### config.mk
export PLATFORM = sky130hd
export DESIGN_NAME = integer_to_ascii_formatter
export DESIGN_NICKNAME = d
export VERILOG_FILES = /design/src/hdl/itoa_pkg.sv /design/src/hdl/itoa_ctrl.sv /design/src/hdl/itoa_dp.sv /design/src/hdl/integer_to_ascii_formatter.sv
export SDC_FILE = /design/constraint.sdc
export NUM_CORES = 1
export LEC_CHECK = 0
export BUFFER_PORTS_ARGS = -buffer_cell sky130_fd_sc_hd__buf_2
export CELL_PAD_IN_SITES_DETAIL_PLACEMENT = 0
export CELL_PAD_IN_SITES_GLOBAL_PLACEMENT = 2
export CORE_UTILIZATION = 35
export DETAILED_ROUTE_END_ITERATION = 8
export PLACE_DENSITY_LB_ADDON = 0.2
export SYNTH_ARGS = -nofsm -noshare
export SYNTH_HDL_FRONTEND = slang
export SYNTH_SLANG_ARGS = --single-unit
### constraint.sdc
create_clock -name clk_i -period 4.5 [get_ports clk_i]
set_input_delay 0.9 -clock clk_i [delete_from_list [all_inputs] [get_ports clk_i]]
set_output_delay 0.9 -clock clk_i [all_outputs]
set_load 0.01 [all_outputs]
### src/hdl/itoa_pkg.sv
// Shared types, constants and character helpers for the integer-to-ASCII formatter.
package itoa_pkg;

  localparam int unsigned DEC_BITS   = 32;
  localparam int unsigned DEC_DIGITS = 10;
  localparam int unsigned HEX_BITS   = 32;
  localparam int unsigned NIL_LEN    = 5;
  localparam int unsigned CNT_W      = 5;

  typedef enum logic [1:0] {
    FMT_DEC  = 2'd0,
    FMT_HEXL = 2'd1,
    FMT_HEXU = 2'd2,
    FMT_PTR  = 2'd3
  } fmt_e;

  typedef enum logic [2:0] {
    ST_IDLE,
    ST_CONV,
    ST_SIZE,
    ST_PFX0,
    ST_PFX1,
    ST_DIGIT,
    ST_NIL
  } state_e;

  typedef enum logic [1:0] {
    SEL_DIGIT,
    SEL_ZERO,
    SEL_X,
    SEL_NIL
  } char_sel_e;

  typedef struct packed {
    logic [1:0]  req_type;
    logic [63:0] value;
  } req_t;

  typedef struct packed {
    logic [7:0]       char_code;
    logic             last_char;
    logic [CNT_W-1:0] char_count;
  } res_t;

  typedef struct packed {
    logic      load;
    logic      dd_step;
    logic      size;
    logic      emit;
    logic      last;
    char_sel_e sel;
  } ctrl_t;

  typedef struct packed {
    fmt_e fmt;
    logic dd_done;
    logic ptr_zero;
    logic dig_last;
    logic nil_last;
  } stat_t;

  function automatic logic [7:0] hex_char(input logic [3:0] nib, input logic upper);
    logic [7:0] c;
    if (nib < 4'd10) begin
      c = 8'h30 + {4'd0, nib};
    end else if (upper) begin
      c = 8'h41 + {4'd0, nib} - 8'd10;
    end else begin
      c = 8'h61 + {4'd0, nib} - 8'd10;
    end
    return c;
  endfunction

  function automatic logic [7:0] nil_char(input logic [2:0] idx);
    logic [7:0] c;
    case (idx)
      3'd0:    c = 8'h28;
      3'd1:    c = 8'h6e;
      3'd2:    c = 8'h69;
      3'd3:    c = 8'h6c;
      3'd4:    c = 8'h29;
      default: c = 8'h3f;
    endcase
    return c;
  endfunction

endpackage

### src/hdl/itoa_ctrl.sv
// Sequencing state machine: load, binary-to-BCD conversion, sizing and character emission.
module itoa_ctrl (
  input  logic                clk_i,
  input  logic                rst_ni,
  input  logic                start,
  input  itoa_pkg::fmt_e      fmt_i,
  input  itoa_pkg::stat_t     stat_i,
  output itoa_pkg::ctrl_t     cmd_o,
  output logic                busy
);

  itoa_pkg::state_e state_q, state_d;

  always_ff @(posedge clk_i or negedge rst_ni) begin
    if (!rst_ni) begin
      state_q <= itoa_pkg::ST_IDLE;
    end else begin
      state_q <= state_d;
    end
  end

  always_comb begin
    state_d = state_q;
    case (state_q)
      itoa_pkg::ST_IDLE: begin
        if (start) begin
          state_d = (fmt_i == itoa_pkg::FMT_DEC) ? itoa_pkg::ST_CONV : itoa_pkg::ST_SIZE;
        end
      end
      itoa_pkg::ST_CONV: begin
        if (stat_i.dd_done) begin
          state_d = itoa_pkg::ST_SIZE;
        end
      end
      itoa_pkg::ST_SIZE: begin
        if (stat_i.fmt != itoa_pkg::FMT_PTR) begin
          state_d = itoa_pkg::ST_DIGIT;
        end else if (stat_i.ptr_zero) begin
          state_d = itoa_pkg::ST_NIL;
        end else begin
          state_d = itoa_pkg::ST_PFX0;
        end
      end
      itoa_pkg::ST_PFX0: state_d = itoa_pkg::ST_PFX1;
      itoa_pkg::ST_PFX1: state_d = itoa_pkg::ST_DIGIT;
      itoa_pkg::ST_DIGIT: begin
        if (stat_i.dig_last) begin
          state_d = itoa_pkg::ST_IDLE;
        end
      end
      itoa_pkg::ST_NIL: begin
        if (stat_i.nil_last) begin
          state_d = itoa_pkg::ST_IDLE;
        end
      end
      default: state_d = itoa_pkg::ST_IDLE;
    endcase
  end

  always_comb begin
    cmd_o = '{load: 1'b0, dd_step: 1'b0, size: 1'b0, emit: 1'b0, last: 1'b0,
              sel: itoa_pkg::SEL_DIGIT};
    busy  = 1'b1;
    case (state_q)
      itoa_pkg::ST_IDLE: begin
        busy       = 1'b0;
        cmd_o.load = start;
      end
      itoa_pkg::ST_CONV: cmd_o.dd_step = 1'b1;
      itoa_pkg::ST_SIZE: cmd_o.size = 1'b1;
      itoa_pkg::ST_PFX0: begin
        cmd_o.emit = 1'b1;
        cmd_o.sel  = itoa_pkg::SEL_ZERO;
      end
      itoa_pkg::ST_PFX1: begin
        cmd_o.emit = 1'b1;
        cmd_o.sel  = itoa_pkg::SEL_X;
      end
      itoa_pkg::ST_DIGIT: begin
        cmd_o.emit = 1'b1;
        cmd_o.sel  = itoa_pkg::SEL_DIGIT;
        cmd_o.last = stat_i.dig_last;
      end
      itoa_pkg::ST_NIL: begin
        cmd_o.emit = 1'b1;
        cmd_o.sel  = itoa_pkg::SEL_NIL;
        cmd_o.last = stat_i.nil_last;
      end
      default: busy = 1'b1;
    endcase
  end

endmodule

### src/hdl/itoa_dp.sv
// Datapath: digit register with double-dabble step, digit sizing, character select, output beat.
module itoa_dp #(
  parameter int unsigned POINTER_BITS = 64
) (
  input  logic            clk_i,
  input  logic            rst_ni,
  input  itoa_pkg::req_t  req_i,
  input  itoa_pkg::ctrl_t cmd_i,
  output itoa_pkg::stat_t stat_o,
  output itoa_pkg::res_t  res_o,
  output logic            res_valid_o
);

  localparam int unsigned PTR_NIB = (POINTER_BITS + 3) / 4;
  localparam int unsigned NIB     = (PTR_NIB > itoa_pkg::DEC_DIGITS) ?
                                    PTR_NIB : itoa_pkg::DEC_DIGITS;
  localparam int unsigned DW      = NIB * 4;
  localparam int unsigned IDX_W   = $clog2(NIB);
  localparam int unsigned ND_W    = $clog2(NIB + 1);
  localparam int unsigned DD_W    = $clog2(itoa_pkg::DEC_BITS);

  itoa_pkg::fmt_e                fmt_q;
  logic                          ptr_zero_q;
  logic [itoa_pkg::DEC_BITS-1:0] bin_q;
  logic [DD_W-1:0]               dd_cnt_q;
  logic [NIB-1:0][3:0]           digs_q, digs_d;
  logic [NIB-1:0][3:0]           corr;
  logic [ND_W-1:0]               ndig_q, ndig_calc;
  logic [itoa_pkg::CNT_W-1:0]    cnt_q;
  itoa_pkg::res_t                res_q, res_d;
  logic                          valid_q;
  logic [IDX_W-1:0]              dig_idx;
  logic [7:0]                    ch;

  // add-3 correction on every BCD nibble
  always_comb begin
    for (int i = 0; i < NIB; i++) begin
      corr[i] = (digs_q[i] >= 4'd5) ? digs_q[i] + 4'd3 : digs_q[i];
    end
  end

  always_comb begin
    ndig_calc = ND_W'(1);
    for (int i = 0; i < NIB; i++) begin
      if (digs_q[i] != 4'd0) begin
        ndig_calc = ND_W'(i + 1);
      end
    end
  end

  always_comb begin
    digs_d = digs_q;
    if (cmd_i.load) begin
      case (itoa_pkg::fmt_e'(req_i.req_type))
        itoa_pkg::FMT_DEC: digs_d = '0;
        itoa_pkg::FMT_PTR: digs_d = DW'(req_i.value[POINTER_BITS-1:0]);
        default:           digs_d = DW'(req_i.value[itoa_pkg::HEX_BITS-1:0]);
      endcase
    end else if (cmd_i.dd_step) begin
      digs_d = {DW'(corr) << 1} | DW'(bin_q[itoa_pkg::DEC_BITS-1]);
    end
  end

  assign dig_idx = IDX_W'(ndig_q - ND_W'(1));

  always_comb begin
    case (cmd_i.sel)
      itoa_pkg::SEL_ZERO: ch = 8'h30;
      itoa_pkg::SEL_X:    ch = 8'h78;
      itoa_pkg::SEL_NIL:  ch = itoa_pkg::nil_char(cnt_q[2:0]);
      default:            ch = itoa_pkg::hex_char(digs_q[dig_idx], fmt_q == itoa_pkg::FMT_HEXU);
    endcase
    res_d.char_code  = ch;
    res_d.last_char  = cmd_i.last;
    res_d.char_count = cnt_q + itoa_pkg::CNT_W'(1);
  end

  always_ff @(posedge clk_i or negedge rst_ni) begin
    if (!rst_ni) begin
      valid_q <= 1'b0;
    end else begin
      valid_q <= cmd_i.emit;
    end
  end

  always_ff @(posedge clk_i) begin
    digs_q <= digs_d;
    if (cmd_i.load) begin
      fmt_q      <= itoa_pkg::fmt_e'(req_i.req_type);
      ptr_zero_q <= (req_i.value[POINTER_BITS-1:0] == '0);
      bin_q      <= req_i.value[itoa_pkg::DEC_BITS-1:0];
      dd_cnt_q   <= '0;
      cnt_q      <= '0;
    end
    if (cmd_i.dd_step) begin
      bin_q    <= bin_q << 1;
      dd_cnt_q <= dd_cnt_q + DD_W'(1);
    end
    if (cmd_i.size) begin
      ndig_q <= ndig_calc;
    end
    if (cmd_i.emit) begin
      cnt_q <= cnt_q + itoa_pkg::CNT_W'(1);
      res_q <= res_d;
      if (cmd_i.sel == itoa_pkg::SEL_DIGIT) begin
        ndig_q <= ndig_q - ND_W'(1);
      end
    end
  end

  assign stat_o.fmt      = fmt_q;
  assign stat_o.dd_done  = (dd_cnt_q == DD_W'(itoa_pkg::DEC_BITS - 1));
  assign stat_o.ptr_zero = ptr_zero_q;
  assign stat_o.dig_last = (ndig_q == ND_W'(1));
  assign stat_o.nil_last = (cnt_q == itoa_pkg::CNT_W'(itoa_pkg::NIL_LEN - 1));

  assign res_o       = res_q;
  assign res_valid_o = valid_q;

endmodule

### src/hdl/integer_to_ascii_formatter.sv
// Top level of the integer-to-ASCII formatter: controller, datapath and checks.
// Decimal requests first run 32 double-dabble steps, one input bit per cycle, then a sizing
// step; hex and pointer requests go straight to sizing, then to character emission.
// busy stays high until the last beat is issued; results cannot be stalled.
// Asynchronous active-low reset returns the controller to idle and clears the result strobe.
module integer_to_ascii_formatter #(
  parameter int unsigned POINTER_BITS = 64
) (
  input  logic           clk_i,
  input  logic           rst_ni,
  input  logic           start,
  input  itoa_pkg::req_t req_i,
  output logic           busy,
  output itoa_pkg::res_t res_o,
  output logic           res_valid_o
);

  itoa_pkg::ctrl_t cmd;
  itoa_pkg::stat_t stat;

  itoa_ctrl u_ctrl (
    .clk_i  (clk_i),
    .rst_ni (rst_ni),
    .start  (start),
    .fmt_i  (itoa_pkg::fmt_e'(req_i.req_type)),
    .stat_i (stat),
    .cmd_o  (cmd),
    .busy   (busy)
  );

  itoa_dp #(
    .POINTER_BITS (POINTER_BITS)
  ) u_dp (
    .clk_i       (clk_i),
    .rst_ni      (rst_ni),
    .req_i       (req_i),
    .cmd_i       (cmd),
    .stat_o      (stat),
    .res_o       (res_o),
    .res_valid_o (res_valid_o)
  );

  a_last_gap: assert property (@(posedge clk_i) disable iff (!rst_ni)
    res_valid_o && res_o.last_char |=> !res_valid_o)
    else $error("beat directly after last character");

  a_no_gap: assert property (@(posedge clk_i) disable iff (!rst_ni)
    res_valid_o && !res_o.last_char |=> res_valid_o)
    else $error("gap inside a character string");

  a_count_step: assert property (@(posedge clk_i) disable iff (!rst_ni)
    res_valid_o && !res_o.last_char |=>
      res_o.char_count == $past(res_o.char_count) + itoa_pkg::CNT_W'(1))
    else $error("character count did not advance by one");

  a_busy_after_start: assert property (@(posedge clk_i) disable iff (!rst_ni)
    start && !busy |=> busy)
    else $error("busy not raised after accepted request");

endmodule
==> flow_metrics.py, run 1 <==
metrics = {
    "route": {
        "antenna_left": 0,
        "firstDrtPassIters": 5,
        "num_vias": 6265,
        "detail_route.wl_per_cell_um": 18.9,
        "drt_drc_violations_left": 0,
        "drt_wl_total_mm": 21.7,
        "viasPerCell": 5.45,
        "drt_iter0_drc": 477,
    },
    "global_routing": {
        "grt_pass1_vias": 6114,
        "grt_usage": 0.189,
        "grt_max_degree": 70,
        "grt_pass1_wl_mm": 34.5,
        "overflow": 0,
        "antenna_found_initial": 0,
    },
    "worst_setup_path": {
        "critPathKind": "reg -> reg",
        "path_cells": "inv_1 > ha_1 > xor2_2 > mux4_1 > or3_1 > o311ai_1 > ha_1 > inv_1 > nor4b_1 > o221ai_1",
        "rr_worst_depth": 10,
        "crit_fanout": 13,
        "critPathArrivalTime_ns": 3.65,
        "slowest_stage": "xor2_2",
        "worst_ep_required_time_ns": 4.65,
        "endpoint_kind": "register",
        "worstSetupStartpointType": "register",
        "max_stage_delay_ns": 0.65,
        "rrSetupSlack_ns": 1.01,
    },
    "die": {
        "die_x_um": 154,
        "start_util": 0.357,
        "io_pins": 85,
        "die_area_um2": 23700,
        "coreArea_um2": 22600,
        "die_h_um": 154,
        "row_count": 55,
    },
    "timing": {
        "finalWorstSetupSlack_ns": 1.01,
        "period_needed_ns": 3.49,
        "fmax_mhz": 286,
        "slew_headroom": 0.398,
        "fin_skew_ns": 0.0131,
        "setup_viol": 0,
        "tns_ns": 0,
        "tightest_slew_ns": 0.904,
        "holdWs_ns": 0.280,
        "hold_viol_final": 0,
        "rsz0062_at_grt": "false",
        "drv_slew": 0,
        "layout_worst_path_cycle_share": 0.776,
    },
    "power": {
        "p_leak_uw": 0.00350,
        "power_density_nw_per_um2": 861,
        "ir_drop_v": 0.000342,
    },
    "layout": {
        "syn_to_final_growth_pct": 16.3,
        "antenna_cells": 0,
        "finalNonFillerCells": 1149,
        "nNetsFinal": 964,
        "layout-drive-gt1-share": 0.175,
    },
    "synth": {
        "async_flop_share": 0.0305,
        "synth_flop_cell": "edfxtp_1",
        "syn-num-nets": 890,
        "ys_types": 57,
        "yosysSeqAreaShare": 0.477,
        "synth.most_common_cell": "edfxtp_1",
        "synth_edf_count": 121,
        "synth_area_um2": 8080,
        "synthCells": 777,
        "ys_ff_latch": 131,
        "synth_largest_area_cell": "edfxtp_1",
        "ys_warn_count": 0,
        "ys_top_cells_by_count": "edfxtp_1 (121), o21ai_0 (82), a21oi_1 (60)",
        "synth_top_area_share": 0.450,
        "ys_top_cells_by_area": "edfxtp_1 (45%), ha_1 (6.8%), o21ai_0 (5.1%)",
        "synth.avg_cell_area_um2": 10.4,
    },
    "clock_network": {
        "clock_latency_ns": 0.42,
        "hold_buffers": 0,
        "htree_levels": 4,
        "cts_sinks": 131,
        "postCtsResizedCells": 0,
        "cts_tree": "done",
        "cts_buffers": 17,
        "clkTransAtPathRegs_ns": 0.06,
        "clockRootBuffer": "clkbuf_16",
        "cts_setup_buffers": 0,
        "clock_path_buffers": 2,
    },
    "placement": {
        "dp_slack_ns": 1.09,
        "portBuffers": 83,
        "place_congestion": 0.826,
        "hpwl_mm": 15.9,
        "post-place-cells": 1117,
    },
    "status": {
        "outcome": "finished clean",
    },
    "worst_hold_path": {
        "hp-class": "in -> async",
    },
    "flow_run": {
        "maxCapViolCount": 0,
    },
}
-- final timing paths --
| kind | from | end |
|---|---|---|
| min | rst_ni | u_dp.res_valid_o$_DFF_PN0_ |
| max | u_dp.ndig_q[0]$_DFF_P_ | u_dp.res_o[12]$_DFFE_PN_ |
| min reg2reg | u_dp.bin_q[0]$_SDFFE_PP0P_ | u_dp.bin_q[0]$_SDFFE_PP0P_ |
| min in group clk_i | u_dp.bin_q[0]$_SDFFE_PP0P_ | u_dp.bin_q[0]$_SDFFE_PP0P_ |
| max reg2reg | u_dp.ndig_q[0]$_DFF_P_ | u_dp.res_o[12]$_DFFE_PN_ |
| max in group asynchronous | rst_ni | u_ctrl.state_q[0]$_DFFE_PN0P_ |
-- cells in the final DEF, fill, tap and decap left out, drive strengths merged, types with 3 or more instances in the layout --
cell	netlist	layout
a21oi	60	60
a22o	32	32
a31oi	3	3
and2	3	3
and3	3	3
buf	14	91
bufinv	0	3
clkbuf	22	18
clkinv	0	6
dfrtp	4	4
dfxtp	6	6
edfxtp	121	121
ha	44	44
inv	49	52
mux2i	9	9
mux4	15	15
nand2	56	56
nand2b	19	19
nand3	40	40
nand4	6	6
nor2	47	47
nor2b	5	5
nor3	7	7
nor3b	24	24
nor4	17	17
o21ai	82	82
o31ai	17	17
or3b	5	5
xnor2	21	21
xor2	19	19
-- area by class of cell --
cell class,instances,area (µm²)
fill,2146,13200
multi-input combinational,561,3900
sequential,131,3850
timing repair buffer,91,488
clock buffer,18,439
tap,285,357
inverter,49,185
clock inverter,14,175
-- routing by layer --
layer / vias up / GRT usage / wire (µm) / share of wire
met5: - / 0 / 0 / 0
met2: 134 / 0.318 / 10500 / 0.48
met1: 3074 / 0.255 / 10300 / 0.48
li1: 3039 / - / - / -
met4: 0 / 0.0505 / 231 / 0.011
met3: 18 / 0.0276 / 694 / 0.032
-- critical path, delay by kind of cell (launching register included) --
| family | cells | cell delay (ns) |
|---|---|---|
| xor gates and xnor gates | 1 | 0.65 |
| muxes | 1 | 0.64 |
| DFF | 1 | 0.33 |
| adders and majority gates | 2 | 0.51 |
| and+or+nand+nor | 2 | 0.61 |
| AOI/OAI and AO/OA | 2 | 0.32 |
| buffers and inverters | 2 | 0.16 |
-- per-stage QoR --
step | total power (µW) | util | area, µm²
2_1_floorplan | 5620 | - | 8080
3_3_place_gp | 6560 | 0.388 | 8780
3_5_place_dp | 6660 | 0.388 | 8780
4_1_cts | 8160 | 0.415 | 9400
5_1_grt | 8730 | 0.415 | 9400
6_report | 8090 | 0.415 | 9400
-- power by group --
group | switching, µW | internal [µW] | total (µW)
Combinational | 2100 | 1520 | 3620
Clock | 575 | 894 | 1470
Sequential | 612 | 2400 | 3010
Total | 3290 | 4810 | 8090
-- state kept, by name, summed over array words and instances (netlist names) --
signal,count
u_dp.res_valid_o,1
u_ctrl.state_q,3
u_dp.res_o,13
u_dp.fmt_q,2
u_dp.ptr_zero_q,1
u_dp.cnt_q,5
u_dp.dd_cnt_q,5
u_dp.digs_q,64
u_dp.ndig_q,5
u_dp.bin_q,32
-- cell families after synthesis --
logic type,Yosys count,synth area share
buffers and inverters,85,0.0420
multiplexers,24,0.0539
flip-flops,131,0.477
adder cells (fa/ha/maj),44,0.0681
other,1,0.000464
AO/OA/AOI/OAI,216,0.163
XOR/XNOR,40,0.0452
AND/OR/NAND/NOR,236,0.150
Power figures use the tool's default switching activity.
==> run 2: changes to the inputs <==
--- a/config.mk
+++ b/config.mk
@@ -5,6 +5,7 @@
 export SDC_FILE = /design/constraint.sdc
 export NUM_CORES = 1
 export LEC_CHECK = 0
+export ABC_AREA = 1
 export BUFFER_PORTS_ARGS = -buffer_cell sky130_fd_sc_hd__buf_2
 export CELL_PAD_IN_SITES_DETAIL_PLACEMENT = 0
 export CELL_PAD_IN_SITES_GLOBAL_PLACEMENT = 2
==> constraint.sdc (replaced) <==
create_clock -name clk_i -period 3.4 [get_ports clk_i]
set_input_delay 0.68 -clock clk_i [delete_from_list [all_inputs] [get_ports clk_i]]
set_output_delay 0.68 -clock clk_i [all_outputs]
set_load 0.01 [all_outputs]
==> run 2 against run 1 <==
  * First-iteration DRC count down 7.3%
  * Sequential cell count unchanged
  * Global-route usage up 0.28 points
  * Sequential share of layout area down 1.8 points
  * Via count up 12%
  * Highest routed layer unchanged
==> flow_metrics.py, run 2 <==
metrics = {
    "route": {
        "drt_wl_total_mm": 22.6,
        "detail_route.wl_per_cell_um": 16.0,
        "num_vias": 6992,
        "antenna_left": 0,
        "drt_iter0_drc": 442,
        "firstDrtPassIters": 4,
        "drt_drc_violations_left": 0,
        "viasPerCell": 4.96,
    },
    "layout": {
        "layout_common_cells": "inv_1 (177), nand2_1 (137), o21ai_0 (125)",
        "syn_to_final_growth_pct": 16.2,
        "num-fill-cells": 2451,
        "largest_reg_flops": 64,
        "regMostFlops": "u_dp.digs_q",
        "multi_input_comb_area_um2": 3770,
        "final_common_cell": "inv_1",
        "layout-drive-gt1-share": 0.147,
        "design_area_um2": 9830,
        "nNetsFinal": 1190,
        "regArea_um2": 3850,
    },
    "clock_network": {
        "clock_path_buffers": 2,
        "postCtsResizedCells": 0,
        "clock_latency_ns": 0.43,
        "cts_buffers": 17,
        "cts_sinks": 131,
        "cts_setup_buffers": 0,
        "clkTransAtPathRegs_ns": 0.06,
        "clockRootBuffer": "clkbuf_16",
        "cts_tree": "done",
        "hold_buffers": 0,
        "htree_levels": 4,
    },
    "timing": {
        "slew_headroom": 0.503,
        "rsz0062_at_grt": "false",
        "hold_viol_final": 0,
        "setup_viol": 0,
        "tightest_slew_ns": 0.739,
        "tns_ns": 0,
        "fmax_mhz": 386,
        "fin_skew_ns": 0.0124,
        "period_needed_ns": 2.59,
        "layout_worst_path_cycle_share": 0.762,
        "drv_slew": 0,
    },
    "die": {
        "coreArea_um2": 23600,
        "die_h_um": 158,
        "row_count": 56,
        "die_area_um2": 24800,
        "io_pins": 85,
        "die_x_um": 158,
        "start_util": 0.359,
    },
    "synth": {
        "synth_edf_count": 121,
        "synth.most_common_cell": "inv_1",
        "async_flop_share": 0.0305,
        "synth_largest_area_cell": "edfxtp_1",
        "ys_warn_count": 0,
        "synth_flop_cell": "edfxtp_1",
        "syn-num-nets": 1112,
        "synth_top_area_share": 0.429,
        "synth.avg_cell_area_um2": 8.47,
        "ys_types": 48,
        "ys_top_cells_by_count": "inv_1 (178), nand2_1 (138), o21ai_0 (125)",
        "ys_top_cells_by_area": "edfxtp_1 (43%), inv_1 (7.9%), o21ai_0 (7.4%)",
        "synthCells": 999,
        "yosysSeqAreaShare": 0.455,
        "synth_area_um2": 8470,
        "ys_ff_latch": 131,
    },
    "worst_setup_path": {
        "path_cells": "inv_2 > ha_1 > xor2_2 > inv_2 > o311ai_1 > nand2_1 > ha_1 > o21ai_2 > nand2_1 > o21ai_0",
        "worst_ep_required_time_ns": 3.57,
        "slowest_stage": "o311ai_1",
        "crit_fanout": 11,
        "max_stage_delay_ns": 0.45,
        "critPathKind": "reg -> reg",
        "critPathTopFamily": "compound AO/OA/AOI/OAI gates",
        "worst-path-buf-inv": 2,
        "worstSetupStartpointType": "register",
        "endpoint_kind": "register",
        "critPathArrivalTime_ns": 2.76,
    },
    "power": {
        "ir_drop_v": 0.000468,
        "p_total_uw": 11400,
        "power_density_nw_per_um2": 1160,
        "p_leak_uw": 0.00424,
    },
    "flow_run": {
        "maxCapViolCount": 0,
    },
    "global_routing": {
        "grt_usage": 0.192,
        "grt_pass1_vias": 6601,
        "grt_max_degree": 112,
        "overflow": 0,
        "antenna_found_initial": 0,
        "grt_pass1_wl_mm": 36.0,
    },
    "placement": {
        "hpwl_mm": 16.4,
        "place_congestion": 0.777,
        "dpl-instance-area_um2": 9270,
        "portBuffers": 83,
    },
    "status": {
        "outcome": "finished clean",
    },
    "worst_hold_path": {
        "hp-class": "in -> async",
    },
}
-- run 2: logic make-up after synthesis --
logic type / Yosys count / synth area share
other: 1 / 0.000443
AND/OR/NAND/NOR: 317 / 0.167
buffers and inverters: 220 / 0.102
adder cells (fa/ha/maj): 44 / 0.0650
XOR/XNOR: 23 / 0.0256
AO/OA/AOI/OAI: 263 / 0.184
flip-flops: 131 / 0.455
-- run 2: routing by layer --
layer,part of all wire,GRT usage,vias up
li1,-,-,3608
met1,0.52,0.279,3244
met2,0.44,0.290,125
met3,0.034,0.0380,15
met4,0.0075,0.0467,0
met5,0,0,-
-- run 2: worst paths after layout --
check	start	end	slack, ns	cells past startpoint
setup / recovery	u_dp.ndig_q[0]$_DFF_P_	u_dp.res_o[7]$_DFFE_PN_	0.81	10
hold / removal	rst_ni	u_dp.res_valid_o$_DFF_PN0_	0.06	1
setup reg to reg	u_dp.ndig_q[0]$_DFF_P_	u_dp.res_o[7]$_DFFE_PN_	0.81	10
hold reg to reg	u_dp.bin_q[0]$_SDFFE_PP0P_	u_dp.bin_q[0]$_SDFFE_PP0P_	0.48	2
max in group asynchronous	rst_ni	u_ctrl.state_q[0]$_DFFE_PN0P_	3.20	1
min in group clk_i	req_i[64]	u_dp.fmt_q[0]$_DFFE_PP_	0.47	1
-- run 2: stage by stage --
step | worst slack [ns] | instances | util | hold WS [ns]
2_1_floorplan | 0.581 | 999 | - | 0.384
3_3_place_gp | 0.864 | 1377 | 0.393 | 0.467
3_5_place_dp | 0.789 | 1377 | 0.393 | 0.468
4_1_cts | 0.780 | 1409 | 0.416 | 0.0488
5_1_grt | 0.569 | 1409 | 0.416 | 0.0454
6_report | 0.809 | 1410 | 0.416 | 0.0631
-- run 2: layout make-up --
class | instances | share of cell area
clock inverters | 14 | 0.0131
well taps | 319 | 0.0406
multi-input cells | 648 | 0.383
repair buffers | 97 | 0.0580
diodes | 1 | 0.000254
inverters | 182 | 0.0696
clock buffers | 18 | 0.0436
flip-flops and latches | 131 | 0.392
-- run 2: worst register-to-register path: stages (launching register included) --
cell,delay [ns]
dfxtp_1,0.34
inv_2,0.05
ha_1,0.23
xor2_2,0.39
inv_2,0.21
o311ai_1,0.45
nand2_1,0.16
ha_1,0.32
o21ai_2,0.06
nand2_1,0.05
o21ai_0,0.07
-- run 2: power breakdown --
part           leakage, µW  switching (µW)  internal [µW]
clock             0.000267             763           1010
sequential         0.00126             539           3160
combinational      0.00271            3840           2120
